===== config.mk =====
export PLATFORM = sky130hd
export DESIGN_NAME = fsmm_queue
export DESIGN_NICKNAME = d
export VERILOG_FILES = /design/src/hdl/fsmm_queue.sv
export SDC_FILE = /design/constraint.sdc
export NUM_CORES = 1
export LEC_CHECK = 0
export BUFFER_PORTS_ARGS = -buffer_cell sky130_fd_sc_hd__buf_2
export CELL_PAD_IN_SITES_DETAIL_PLACEMENT = 2
export CELL_PAD_IN_SITES_GLOBAL_PLACEMENT = 2
export CORE_MARGIN = 2
export CORE_UTILIZATION = 35
export CTS_BUF_LIST = sky130_fd_sc_hd__clkbuf_8
export DETAILED_ROUTE_END_ITERATION = 8
export HOLD_SLACK_MARGIN = 0.02
export PLACE_DENSITY = 0.89
export SETUP_SLACK_MARGIN = 0.1
export SKIP_CTS_REPAIR_TIMING = 1
export SLEW_MARGIN = 20
export SYNTH_ARGS = -nofsm -noshare
export SYNTH_HDL_FRONTEND = slang
export SYNTH_SLANG_ARGS = --single-unit

===== constraint.sdc =====
create_clock -name clk -period 2.5 [get_ports clk]
set_clock_uncertainty 0.2 [all_clocks]
set_input_delay 0.25 -clock clk [delete_from_list [all_inputs] [get_ports clk]]
set_output_delay 0.25 -clock clk [all_outputs]
set_load 0.02 [all_outputs]

===== src/hdl/fsmm_queue.sv =====
`default_nettype none
// ----------------------------------------------------------------------------
// fsmm_queue
// Two-entry request queue between the front end and the back end.
// ----------------------------------------------------------------------------
module fsmm_queue #(
  parameter int WIDTH = 48
) (
  input  logic             clk,
  input  logic             rst,
  input  logic             in_valid,
  output logic             in_ready,
  input  logic [WIDTH-1:0] in_data,
  output logic             out_valid,
  input  logic             out_ready,
  output logic [WIDTH-1:0] out_data
);
  localparam int DEPTH = 2;
  localparam int PTR_W = $clog2(DEPTH);
  localparam int CNT_W = $clog2(DEPTH + 1);

  logic [WIDTH-1:0] slots [DEPTH];
  logic [PTR_W-1:0] wr_ptr;
  logic [PTR_W-1:0] rd_ptr;
  logic [CNT_W-1:0] count;
  logic             push;
  logic             pop;

  assign in_ready  = (count != CNT_W'(DEPTH));
  assign out_valid = (count != '0);
  assign out_data  = slots[rd_ptr];
  assign push      = in_valid && in_ready;
  assign pop       = out_valid && out_ready;

  // Store the incoming request
  always_ff @(posedge clk) begin
    if (push) begin
      slots[wr_ptr] <= in_data;
    end
  end

  // Move pointers and occupancy
  always_ff @(posedge clk) begin
    if (rst) begin
      wr_ptr <= '0;
      rd_ptr <= '0;
      count  <= '0;
    end else begin
      if (push) begin
        wr_ptr <= wr_ptr + 1'b1;
      end
      if (pop) begin
        rd_ptr <= rd_ptr + 1'b1;
      end
      if (push && !pop) begin
        count <= count + 1'b1;
      end else if (pop && !push) begin
        count <= count - 1'b1;
      end
    end
  end

endmodule
`default_nettype wire


## Word level (Yosys, flattened, before mapping)

Memory sizes are Yosys's and may differ from the RTL's. A register that Yosys moved wholly into a read port is not among the register bits.
Index checks and enable logic that the tools add are counted.

- Bits in registers: 4
- Input port bits: 52
- Output and inout port bits: 50
- Word-level logic and storage cells: 23
- Memories kept: 1
- RAM bits: 96

Memories:

| memory | words | bits a word | rd ports | clocked after memory_dff | write ports | RTL line | text |
|---|---|---|---|---|---|---|---|
| slots | 2 | 48 | 1 | 1 | 1 | 22 | `logic [WIDTH-1:0] slots [DEPTH];` |

- Reduce and logical (&&, ||, !) cells: 8
- Multiplexer cells: 6
- Eq/ne operators: 1
- Add/sub/neg operators: 4

Operator list:

| operator | count |
|---|---|
| 1-bit logical AND | 4 |
| 1-bit two-way mux | 4 |
| 2-bit two-way mux | 2 |
| 2-bit nonzero test | 2 |
| 1-bit adder (second input constant) | 2 |
| 2-bit by 1-bit adder with 2-bit output (second input constant) | 1 |
| 1-bit zero test | 2 |
| 2-bit != test (second input constant) | 1 |
| 2-bit by 1-bit subtractor with 2-bit output (second input constant) | 1 |

## Logic depth before layout (Yosys ltp)

- Depth after elaboration: 6
- Mapped depth: 6
- Gate-level depth less buffers: 6

## Worst setup path before layout

Ideal clock, no wire load.

- Path kind: register to register
- Start: reg count[0]
- End: mem slots[1][0] (enable)
- Data arrival time: 1921 ps
- Buffers on the path: 0
- Cell stages (with the launch flop): 3
- Setup slack: -32 ps
- Required time: 1889 ps
- Cell sequence: dfxtp_1 -> nand2b_1 -> and3_1

- Word-level cells in the longest chain between the ends: 4

Ends and longest elaborated chain:

| element | RTL line | text |
|---|---|---|
| start, declared | 25 | `logic [CNT_W-1:0] count;` |
| start signal, assigned | 56 | `count <= count + 1'b1;` |
| start signal, assigned | 58 | `count <= count - 1'b1;` |
| 2-bit != test | 29 | `assign in_ready = (count != CNT_W'(DEPTH));` |
| named net in_ready | 12 | `output logic in_ready,` |
| 1-bit logical AND | 32 | `assign push = in_valid && in_ready;` |
| 1-bit two-way mux | 37 | `if (push) begin` |
| 1-bit two-way mux (implied by the code) | 38 | `slots[wr_ptr] <= in_data;` |
| end, declared | 22 |  |

The timed path passes the listed nets, and every way through them passes these cells.

==> results.toml <==
[worst_setup_path]
endpoint = "out_data[12]"
critPathRequiredTime_ns = 2.05
r2r_slack_ns = 0.63
critPathArrivalTime_ns = 1.60
reg2reg_from = "count[0]"
cp-start-kind = "register"
crit_fanout = 27
critPathKind = "register to output pin"
reg2reg_depth = 5
crit_path_end_kind = "output pin"
r2r-end = "count[1]"

[timing]
period_share = 0.819
fin_crit_ns = 2.05
slew_viol_final = 0
tightest_slew_ns = 0.363
setup_violations = 0
fin_setup_tns_ns = 0
hold_viol = 0
rsz0062_at_grt = "false"
setup_slack_ns = 0.452
fmax_ghz = 0.488
relSlewSlack = 0.756

[drt]
via_per_inst = 4.48
dr.pass1.iters = 4
wire_per_inst_um = 17.6
num_vias = 2132
finalWirelength_mm = 8.40
ant_nets = 0
drtIter0Drc = 49
drc = 0

[power]
p_int_mw = 3.16
swShare = 0.315
p_clk_frac = 0.220
power_mw = 4.61
vdd_drop_max_uv = 452
seqPwrFrac = 0.474
p_comb_frac = 0.306
power.switching_mw = 1.45
power_leakage_nw = 1.90
power.density_mw_per_mm2 = 912

[placed_design]
placed_area_mm2 = 0.00437
dp_hpwl_mm = 5.01
globalplace.congestion = 0.664
port_buffers = 101
dpl.cell_count = 411
dp_slack_ns = 0.633

[die]
die_h_um = 107
ioPinCount = 102
die_w_um = 107
std_cell_rows = 37
die_area_mm2 = 0.0113
core_area_mm2 = 0.0103
start_util = 0.358

[synth]
syn_area_mm2 = 0.00368
syn_avg_cell_area_um2 = 21.3
syn_inst = 173
syn_nets = 226
ys_warn_count = 0
synth_cell_types = 18
synth_ff_type = "edfxtp_1"
synth-seq-cells = 101
synth_edf_count = 96
ys_seq_area_frac = 0.811
async_reset_ff_frac = 0

[global_route]
grt_antenna_before_repair = 0
grt_max_degree = 28
grt_pass1_vias = 2171
grt_pass1_wl_mm = 11.3
grt_overflow = 0
track_usage = 0.133

[finish]
diodes = 0
drive_gt1_frac = 0.512
fin_nets = 388
syn2layout_area_growth_pct = 37.3
layout.cells.non_filler = 476
final_area_mm2 = 0.00505
fillers = 970

[clock_tree]
clkTransAtPathRegs_ns = 0.09
cts_root_buf = "clkbuf_8"
clk_latency_ns = 0.35
cts_tree = "done"
cts_buffer_depth = 2
ctsHtreeMaxLevel = 3
numCtsBuffers = 9
cts.sinks = 101

[outcome]
status = "complete, no violations"

[hold_path]
hold_path.class = "input port to register"

[job]
cap_violations = 0
==> cells in the mapped netlist (2+ instances only) <==
master / count / share of area
mux2_2: 48 / 0.15
dfxtp_1: 5 / 0.027
a21oi_1: 2 / 0.0027
xor2_1: 3 / 0.0071
nor2_1: 3 / 0.0031
buf_2: 2 / 0.0027
edfxtp_1: 96 / 0.78
o21ai_0: 2 / 0.0027
buf_4: 3 / 0.0061
==> metrics by stage <==
step,utilization,hold WS (ns)
2_1_floorplan,-,0.119
5_1_grt,0.491,0.0351
4_1_cts,0.444,-0.143
3_3_place_gp,0.425,0.237
3_5_place_dp,0.425,0.242
6_report,0.491,0.0480
==> how the worst min path moves through the flow <==
| stage | start | end | slack [ns] | depth (start not counted) |
|---|---|---|---|---|
| 6_report | in_valid | wr_ptr | 0.05 | 3 |
| 2_1_floorplan | rst | count[1] | 0.12 | 1 |
| 5_1_grt | in_valid | wr_ptr | 0.04 | 3 |
| 3_5_place_dp | in_data[39] | slots[0][39] | 0.24 | 1 |
| 4_1_cts | in_data[39] | slots[0][39] | -0.14 | 1 |
| 3_3_place_gp | in_data[11] | slots[1][11] | 0.24 | 1 |
==> critical path, stage by stage (launching register included) <==
cell and delay (ns):
dfxtp_2 0.33, buf_4 0.33, mux2_2 0.40, buf_2 0.16
==> sequential cells by signal (all words and copies together), names as in the netlist, named ones only <==
register and count:
count 2, wr_ptr 1, rd_ptr 1, slots 96
==> logic make-up after synthesis <==
group	synth area share
AO/OA/AOI/OAI	0.00816
XOR/XNOR	0.00714
adder cells (fa/ha/maj)	0.00340
buffers and inverters	0.00986
flip-flops	0.811
multiplexers	0.147
AND/OR/NAND/NOR	0.0136
==> placed cells by master (no fill, tap or decap), types with 2 or more instances in the layout <==
cell type,n
nor2_1,3
xor2_1,3
a21oi_1,2
clkinvlp_4,2
dfxtp_1,4
buf_2,101
mux2_2,48
clkbuf_8,9
buf_4,6
o21ai_0,2
edfxtp_1,96
dlygate4sd3_1,49
==> power by group through the flow <==
stage / combinational [mW] / clock (mW) / sequential (mW)
6_report: 1.41 / 1.01 / 2.18
5_1_grt: 1.52 / 1.09 / 2.21
4_1_cts: 1.37 / 1.04 / 2.18
3_5_place_dp: 1.37 / 0 / 2.22
3_3_place_gp: 1.32 / 0 / 2.20
2_1_floorplan: 0.932 / 0 / 2.20
==> cell type report <==
| cell class | count | area [um^2] | share of cell area |
|---|---|---|---|
| clock buffer | 9 | 124 | 0.0245 |
| multi-input combinational | 66 | 661 | 0.131 |
| sequential | 101 | 2980 | 0.591 |
| timing repair buffer | 156 | 1040 | 0.206 |
| inverter | 1 | 3.75 | 0.000743 |
| tap | 136 | 170 | 0.0337 |
| clock inverter | 7 | 66.3 | 0.0131 |
==> per-layer routing <==
metal / GRT usage / wire, um / vias up
met3: 0.0417 / 399 / 11
met2: 0.241 / 4570 / 71
met4: 0.0417 / 88 / 0
li1: - / - / 999
met1: 0.150 / 3340 / 1051
met5: 0 / 0 / -
(Power assumes the default switching activity.)
