==> src/hdl/fsmm_pkg.sv <==
`default_nettype none
// ----------------------------------------------------------------------------
// fsmm_pkg
// Shared types and constants of the frame stack mean and minimum block.
// ----------------------------------------------------------------------------
package fsmm_pkg;

  // Field widths of the stream payloads
  localparam int PIXEL_W   = 8;
  localparam int MEAN_W    = 8;
  localparam int PIX_IDX_W = 18;

  // Configuration register widths
  localparam int FRAME_COUNT_W = 12;
  localparam int PIXEL_COUNT_W = 19;

  // APB port widths
  localparam int APB_DATA_W = 32;
  localparam int APB_ADDR_W = 3;

  // Configuration register indexes (byte address is 4 times the index)
  localparam logic REG_FRAME_COUNT = 1'b0;
  localparam logic REG_PIXEL_COUNT = 1'b1;

  // Input request payload
  typedef struct packed {
    logic [PIXEL_W-1:0] pixel;
  } fsmm_pixel_t;

  // Output request payload
  typedef struct packed {
    logic [MEAN_W-1:0]    mean_value;
    logic [PIXEL_W-1:0]   min_value;
    logic [PIX_IDX_W-1:0] pixel_index;
    logic                 last_pixel;
  } fsmm_result_t;

  // Classification of one pixel, made by the front end
  typedef struct packed {
    logic first_frame;
    logic last_frame;
    logic last_pixel;
  } fsmm_tag_t;

endpackage
`default_nettype wire

==> src/hdl/fsmm_if.sv <==
`default_nettype none
// ----------------------------------------------------------------------------
// fsmm_if
// Valid/ready stream interfaces for pixels in and results out.
// ----------------------------------------------------------------------------
interface fsmm_pixel_if;
  import fsmm_pkg::*;

  logic        valid;
  logic        ready;
  fsmm_pixel_t data;

  modport source (output valid, output data, input ready);
  modport sink (input valid, input data, output ready);
endinterface

`default_nettype wire

==> src/hdl/fsmm_front.sv <==
`default_nettype none
// ----------------------------------------------------------------------------
// fsmm_front
// Accepts pixels, tracks raster position and frame number, and tags each
// pixel as first frame, last frame and last pixel for the back end.
// ----------------------------------------------------------------------------
module fsmm_front #(
  parameter int PIX_AW = 18,
  parameter int FC_W   = 11,
  parameter int FR_W   = 12,
  parameter int PC_W   = 19
) (
  input  logic                          clk,
  input  logic                          rst,
  input  logic                          clear,
  input  logic [FR_W-1:0]               eff_frames,
  input  logic [PC_W-1:0]               eff_pixels,
  fsmm_pixel_if.sink                    pix,
  output logic                          q_valid,
  input  logic                          q_ready,
  output fsmm_pkg::fsmm_tag_t           q_tag,
  output logic [fsmm_pkg::PIXEL_W-1:0]  q_px,
  output logic [PIX_AW-1:0]             q_idx
);
  import fsmm_pkg::*;

  logic [PIX_AW-1:0] pixel_cnt;
  logic [FC_W-1:0]   frame_cnt;
  logic              accept;
  logic              last_frame;
  logic              last_pix;

  // Classify the current position
  assign last_frame = (32'(frame_cnt) + 32'd1) >= 32'(eff_frames);
  assign last_pix   = (32'(pixel_cnt) + 32'd1) >= 32'(eff_pixels);

  assign accept    = pix.valid && q_ready;
  assign pix.ready = q_ready;

  // Hand the tagged request to the queue
  assign q_valid           = pix.valid;
  assign q_px              = pix.data.pixel;
  assign q_idx             = pixel_cnt;
  assign q_tag.first_frame = (frame_cnt == '0);
  assign q_tag.last_frame  = last_frame;
  assign q_tag.last_pixel  = last_pix;

  // Advance raster and frame counters, wrap at the end of a set
  always_ff @(posedge clk) begin
    if (rst || clear) begin
      pixel_cnt <= '0;
      frame_cnt <= '0;
    end else if (accept) begin
      if (last_pix) begin
        pixel_cnt <= '0;
        if (last_frame) begin
          frame_cnt <= '0;
        end else begin
          frame_cnt <= frame_cnt + 1'b1;
        end
      end else begin
        pixel_cnt <= pixel_cnt + 1'b1;
      end
    end
  end

endmodule
`default_nettype wire

==> src/flat_wrapper.sv <==
// flat-port wrapper written by rule: the top's interface ports become plain ports
module fsmm_front_flat import fsmm_pkg::*;
#(
  parameter int PIX_AW = 18,
  parameter int FC_W   = 11,
  parameter int FR_W   = 12,
  parameter int PC_W   = 19
)
  (clk, rst, clear, eff_frames, eff_pixels, q_valid, q_ready, q_tag, q_px, q_idx, pix_valid, pix_data, pix_ready);
  fsmm_pixel_if pix_i ();
  input  logic clk;
  input  logic rst;
  input  logic clear;
  input  logic [FR_W-1:0] eff_frames;
  input  logic [PC_W-1:0] eff_pixels;
  output logic q_valid;
  input  logic q_ready;
  output fsmm_pkg::fsmm_tag_t q_tag;
  output logic [fsmm_pkg::PIXEL_W-1:0] q_px;
  output logic [PIX_AW-1:0] q_idx;
  input wire logic [$bits(pix_i.valid)-1:0] pix_valid;
  input wire logic [$bits(pix_i.data)-1:0] pix_data;
  output wire logic [$bits(pix_i.ready)-1:0] pix_ready;
  assign pix_i.valid = pix_valid;
  assign pix_i.data = pix_data;
  assign pix_ready = pix_i.ready;
  fsmm_front #(.PIX_AW(PIX_AW), .FC_W(FC_W), .FR_W(FR_W), .PC_W(PC_W)) u_core (.clk(clk), .rst(rst), .clear(clear), .eff_frames(eff_frames), .eff_pixels(eff_pixels), .pix(pix_i), .q_valid(q_valid), .q_ready(q_ready), .q_tag(q_tag), .q_px(q_px), .q_idx(q_idx));
endmodule
==> config.mk <==
export PLATFORM = sky130hd
export DESIGN_NAME = fsmm_front_flat
export DESIGN_NICKNAME = d
export VERILOG_FILES = /design/src/hdl/fsmm_pkg.sv /design/src/hdl/fsmm_if.sv /design/src/hdl/fsmm_front.sv /design/src/flat_wrapper.sv
export SDC_FILE = /design/constraint.sdc
export NUM_CORES = 1
export LEC_CHECK = 0
export BUFFER_PORTS_ARGS = -buffer_cell sky130_fd_sc_hd__buf_2
export CAP_MARGIN = 20
export CORE_ASPECT_RATIO = 0.75
export CORE_UTILIZATION = 41
export CTS_BUF_LIST = sky130_fd_sc_hd__clkbuf_8
export CTS_CLUSTER_SIZE = 16
export DETAILED_ROUTE_END_ITERATION = 7
export PLACE_DENSITY = 0.8
export SYNTH_ARGS = -nofsm -noshare
export SYNTH_HDL_FRONTEND = slang
export SYNTH_SLANG_ARGS = --single-unit
==> constraint.sdc <==
create_clock -name clk -period 3.04 [get_ports clk]
set_input_delay 0.152 -clock clk [delete_from_list [all_inputs] [get_ports clk]]
set_output_delay 0.152 -clock clk [all_outputs]
set_load 0.005 [all_outputs]
# Word-level counts from Yosys, hierarchy flattened
# Cells that the tools add are included.
[classes]
n_addsub = 4
n_reduce_logical = 4
n_lt_le_gt_ge = 2
muxes = 2
[ops]
columns = ["op", "n"]
rows = [
  ["greater-or-equal comparator 32 x 12 -> 1 bit", 1],
  ["greater-or-equal comparator 32 x 19 -> 1 bit", 1],
  ["adder 18 x 1 -> 19 bit, second input constant", 1],
  ["adder 18 x 1 -> 18 bit, second input constant", 1],
  ["2-to-1 mux 18 bit", 1],
  ["adder 11 x 1 -> 12 bit, second input constant", 1],
  ["adder 11 x 1 -> 11 bit, second input constant", 1],
  ["zero test 11 bit", 1],
  ["2-to-1 mux 11 bit", 1],
  ["AND reduction 2 bit", 1],
  ["logical AND 1 bit", 1],
  ["logical OR 1 bit", 1],
]
[word_totals]
elab_cells = 14
regBits = 29
input_bits = 44
output_inout_bits = 31

# Logic depth before layout (Yosys ltp)
[logic_depth]
depth_word = 3
mapped_depth = 15
mapped_depth_nobuf = 13

# Worst setup path before layout
# OpenSTA, ideal clock, no wires.
[synth_path]
path_type = "register to register"
start = "register u_core.pixel_cnt[2] (netlist: u_core.q_idx[2])"
end = "register u_core.pixel_cnt[13] (netlist: u_core.q_idx[13])"
path_stages_with_launch = 16
path_buffers = 2
t_required_ns = 2.966
setup_ns = 0.074
period_less_slack_ns = 3.380
t_arrival_ns = 3.306
setup_slack_ns = -0.340
cell_sequence = "dfxtp_1 > buf_2 > and4_1 > and4_1 > buf_4 > and4_1 > nand3_1 > xnor2_1 > ha_1 > a21o_1 > a211oi_1 > o21ai_0 > o32ai_4 > inv_2 > or4_1 > a31oi_1"
[synth_between]
elab_chain_cells = 3
word_cells_on_any_way = 4
classes_between = "add/sub: 2; order compare: 1; mux: 1"
[synth_rtl]
columns = ["element", "line", "rtl"]
rows = [
  ["from (decl)", "fsmm_front.sv:27", "logic [PIX_AW-1:0] pixel_cnt;"],
  ["from (signal assigned)", "fsmm_front.sv:62", "pixel_cnt <= pixel_cnt + 1'b1;"],
  ["adder 18 x 1 -> 19 bit", "fsmm_front.sv:35", "assign last_pix = (32'(pixel_cnt) + 32'd1) >= 32'(eff_pixels);"],
  ["greater-or-equal comparator 32 x 19 -> 1 bit", "fsmm_front.sv:35", ""],
  ["net u_core.last_pix", "fsmm_front.sv:31", "logic last_pix;"],
  ["2-to-1 mux 18 bit", "fsmm_front.sv:54", "if (last_pix) begin"],
]
# The timed path passes the listed nets, and every way through them passes these cells.
# A chain may end at the register's enable or synchronous reset.

# Final worst setup path
[layout_path]
start = "register u_core.pixel_cnt[5] (netlist: u_core.q_idx[5])"
end = "register u_core.pixel_cnt[2] (netlist: u_core.q_idx[2])"
[layout_between]
elab_chain_cells = 3
[layout_rtl]
columns = ["element", "line"]
rows = [
  ["adder 18 x 1 -> 19 bit", "fsmm_front.sv:35"],
  ["greater-or-equal comparator 32 x 19 -> 1 bit", "fsmm_front.sv:35"],
  ["2-to-1 mux 18 bit", "fsmm_front.sv:54"],
]
# Every way passes these cells.

==> qor.tcl <==
set qor(grt_setup_unrepaired) {yes}
set qor(grtUsageTotal_pct) 22.7
set qor(synthesis.area_per_instance_um2) 7.73
set qor(vias_per_cell) 5.74
set qor(grt_overflow) 0
set qor(syn-instance-count) 343
set qor(path_class) {flop to flop}
set qor(worst_ep_arrival_time_ps) 3430
set qor(finClkSkew_ps) 5.25
set qor(drv.max_cap_violation_count) 0
set qor(clk_root_buffer_cell) {clkbuf_8}
set qor(detail_route.drc_violations) 0
set qor(period_minus_slack_ps) 3290
set qor(synth.top_cell.area_share_pct) 21.9
set qor(report.final.hold_viol_count) 0
set qor(number_of_distinct_library_cells_after_synthesis) 41
set qor(routed_wirelength_um) 8790
set qor(crit_path_max_fanout) 7
set qor(yosysTopAreaCell) {dfxtp_1}
set qor(commonest_cells_post_synth) {nand2_1 (38), inv_1 (35), ha_1 (34)}
set qor(worst_setup_path_start_kind) {flop}
set qor(power.leakage_nw) 1.76
set qor(area_growth_syn_to_layout_pct) 42.5
set qor(cts.path.max_buffers) 2
set qor(ys_async_sr_fraction_pct) 0
set qor(ir_drop_mv) 0.222
set qor(antenna-diode-count) 0
set qor(die_h_um) 71.7
set qor(failing_checks) {setup timing}
set qor(synth-edff-count) 0
set qor(finalSetupViolations) 30
set qor(routed_wire_length_per_instance_um) 16.9
set qor(fmax_mhz) 304
set qor(setup-tns-final_ps) -5860
set qor(synthesized_net_count) 421
set qor(cts_inserted_buffers) 5
set qor(floorplan.initialDensity_pct) 43.9
set qor(synth.yosys.seq_area_share_pct) 21.9
set qor(die-width_um) 94.9
set qor(hpwl_um) 5320
set qor(post_route_cells_drive_above_1_share_pct) 42.4
set qor(finalCritPeriodShare_pct) 108
set qor(nNetsFinal) 520
set qor(critPathRequiredTime_ps) 3180
set qor(clock_sinks) 29
set qor(pin_count_of_the_biggest_net_entering_global_routing) 30
set qor(synth.top_cells.by_area) {dfxtp_1 (22%), ha_1 (16%), xnor2_1 (5.6%)}
set qor(clock_latency_ps) 280
set qor(buffer_ports.inserted) 58
set qor(design.core.area_mm2) 0.00604
set qor(timing.reg2reg.setup_slack_ps) -250
set qor(slew_at_the_pin_closest_to_its_max_slew_limit_ps) 867
set qor(detailedRoute.firstPassIterationCount) 5
set qor(syn-cell-area_mm2) 0.00265
set qor(p_per_area_mw_per_mm2) 239
set qor(status) {complete, but fails checks}
set qor(tritoncts) {yes}
set qor(first_global_vias) 2730
set qor(cts.clk_slew.worst_paths_ps) 70
set qor(ys_dominant_reg_cell) {dfxtp_1}
set qor(worst_min_delay_path_category) {input pin to output pin}
set qor(yosysMostFrequentCell) {nand2_1}
set qor(number_of_levels_in_the_clock_h_tree) 2
set qor(count_of_antenna_violating_nets_left_after_detailed_routing) 0
set qor(top_level_ports) 75
set qor(first_pass_grt_wire_length_um) 12200
set qor(synth_seq_cells) 29
set qor(grt_antenna_before_repair) 0
set qor(synth_warnings) 0
set qor(dp_slack_ps) -363
set qor(setup.worst_path.end_class) {flop}
set qor(drtIter0Drc) 202
set qor(gp_weighted_congestion) 0.824
set qor(row_count) 24
set qor(cts-hold-fix-buffers) 0
set qor(timing.max_slew.rel_slack_pct) 42.0
set qor(post-route-worst-setup-slack_ps) -251
set qor(fp.dieArea_mm2) 0.00680
set qor(routed-via-count) 2992
set qor(finalMaxSlewViolations) 0
-- flip-flops by register name, summed over array words and instances (netlist names) --
name / cells
u_core.q_idx: 18
u_core.frame_cnt: 11
-- layout make-up --
cell class              count  area, um^2
well taps                  78        97.6
fillers                   460        2260
inverters                  36         135
flip-flops and latches     29         597
repair buffers            122         835
clock buffers               6        82.6
clock inverters             2        33.8
multi-input cells         248        2000
-- logic make-up (layout without fill, tap and decap cells) --
family | after synthesis | in the layout | synth area share, %
AOI/OAI and AO/OA | 68 | 68 | 18.3
xor gates and xnor gates | 26 | 26 | 8.58
adders and majority gates | 34 | 34 | 16.0
buffers and inverters | 66 | 166 | 11.4
DFF | 29 | 29 | 21.9
and+or+nand+nor | 120 | 120 | 23.9
-- critical path, stage by stage, from the launching register on --
cell and delay (ps):
dfxtp_1 350, and4_4 220, and4_4 210, buf_4 120
nand2_1 90, xnor2_1 150, ha_1 310, nand4_1 160
or3_4 430, o41ai_2 220, buf_4 170, o32ai_4 100
buf_4 150, buf_6 120, buf_12 130, nand4b_1 100
a31oi_1 110
-- worst paths after layout --
kind,end,cells after the start,startpoint
max,u_core.q_idx[2]$_SDFFE_PP0P_,16,u_core.q_idx[5]$_SDFFE_PP0P_
max reg2reg,u_core.q_idx[2]$_SDFFE_PP0P_,16,u_core.q_idx[5]$_SDFFE_PP0P_
min,q_px[3],0,pix_data[3]
min reg2reg,u_core.frame_cnt[1]$_SDFFE_PP0P_,2,u_core.frame_cnt[1]$_SDFFE_PP0P_
-- power by group --
group,leakage (nW),total (W),switching [W],internal [W]
clock network,0.0626,0.000422,0.000158,0.000264
logic,1.46,0.000100,0.0000577,0.0000423
registers,0.240,0.000381,0.000000672,0.000380
-- layer usage --
metal | global-route usage (%) | routed length (um) | vias to the layer above
met5 | 0 | 0 | -
met4 | 5.72 | 137 | 0
met3 | 5.63 | 769 | 23
met2 | 37.0 | 4170 | 185
met1 | 30.1 | 3720 | 1391
li1 | - | - | 1393
-- cells in the final DEF, fill, tap and decap left out, types with 4 or more instances in the layout --
cell type / n
a211oi_2: 7
a21oi_1: 16
a31oi_1: 7
and4_4: 4
buf_2: 57
buf_4: 57
buf_6: 5
clkbuf_8: 6
dfxtp_1: 16
dfxtp_2: 13
ha_1: 34
inv_1: 36
nand2_1: 38
nand3_1: 20
nand3_2: 4
nand4_1: 7
nor2_1: 7
o21a_1: 8
o22ai_1: 6
or3_1: 9
xnor2_1: 15
xor2_1: 9
-- repair_timing --
item / CTS / global route
buffers inserted: 8 / 7
gates resized for setup: 28 / 37
cloned: 0 / 1
pin swaps: 17 / 21
endpoints found under the hold margin: 0 / 0
endpoints found under the setup margin: 31 / 31
-- per-stage QoR --
step                instances  cell area [um^2]  hold WS [ps]  power, W  utilization (%)
floorplan                 343              2670           385  0.000450                -
global placement          497              3260           304  0.000476             54.0
detailed placement        497              3260           304  0.000479             54.0
CTS                       513              3540           304  0.000888             58.7
global route              521              3780           304  0.000930             62.6
finish                    521              3780           304  0.000903             62.6
(Power assumes the default switching activity.)
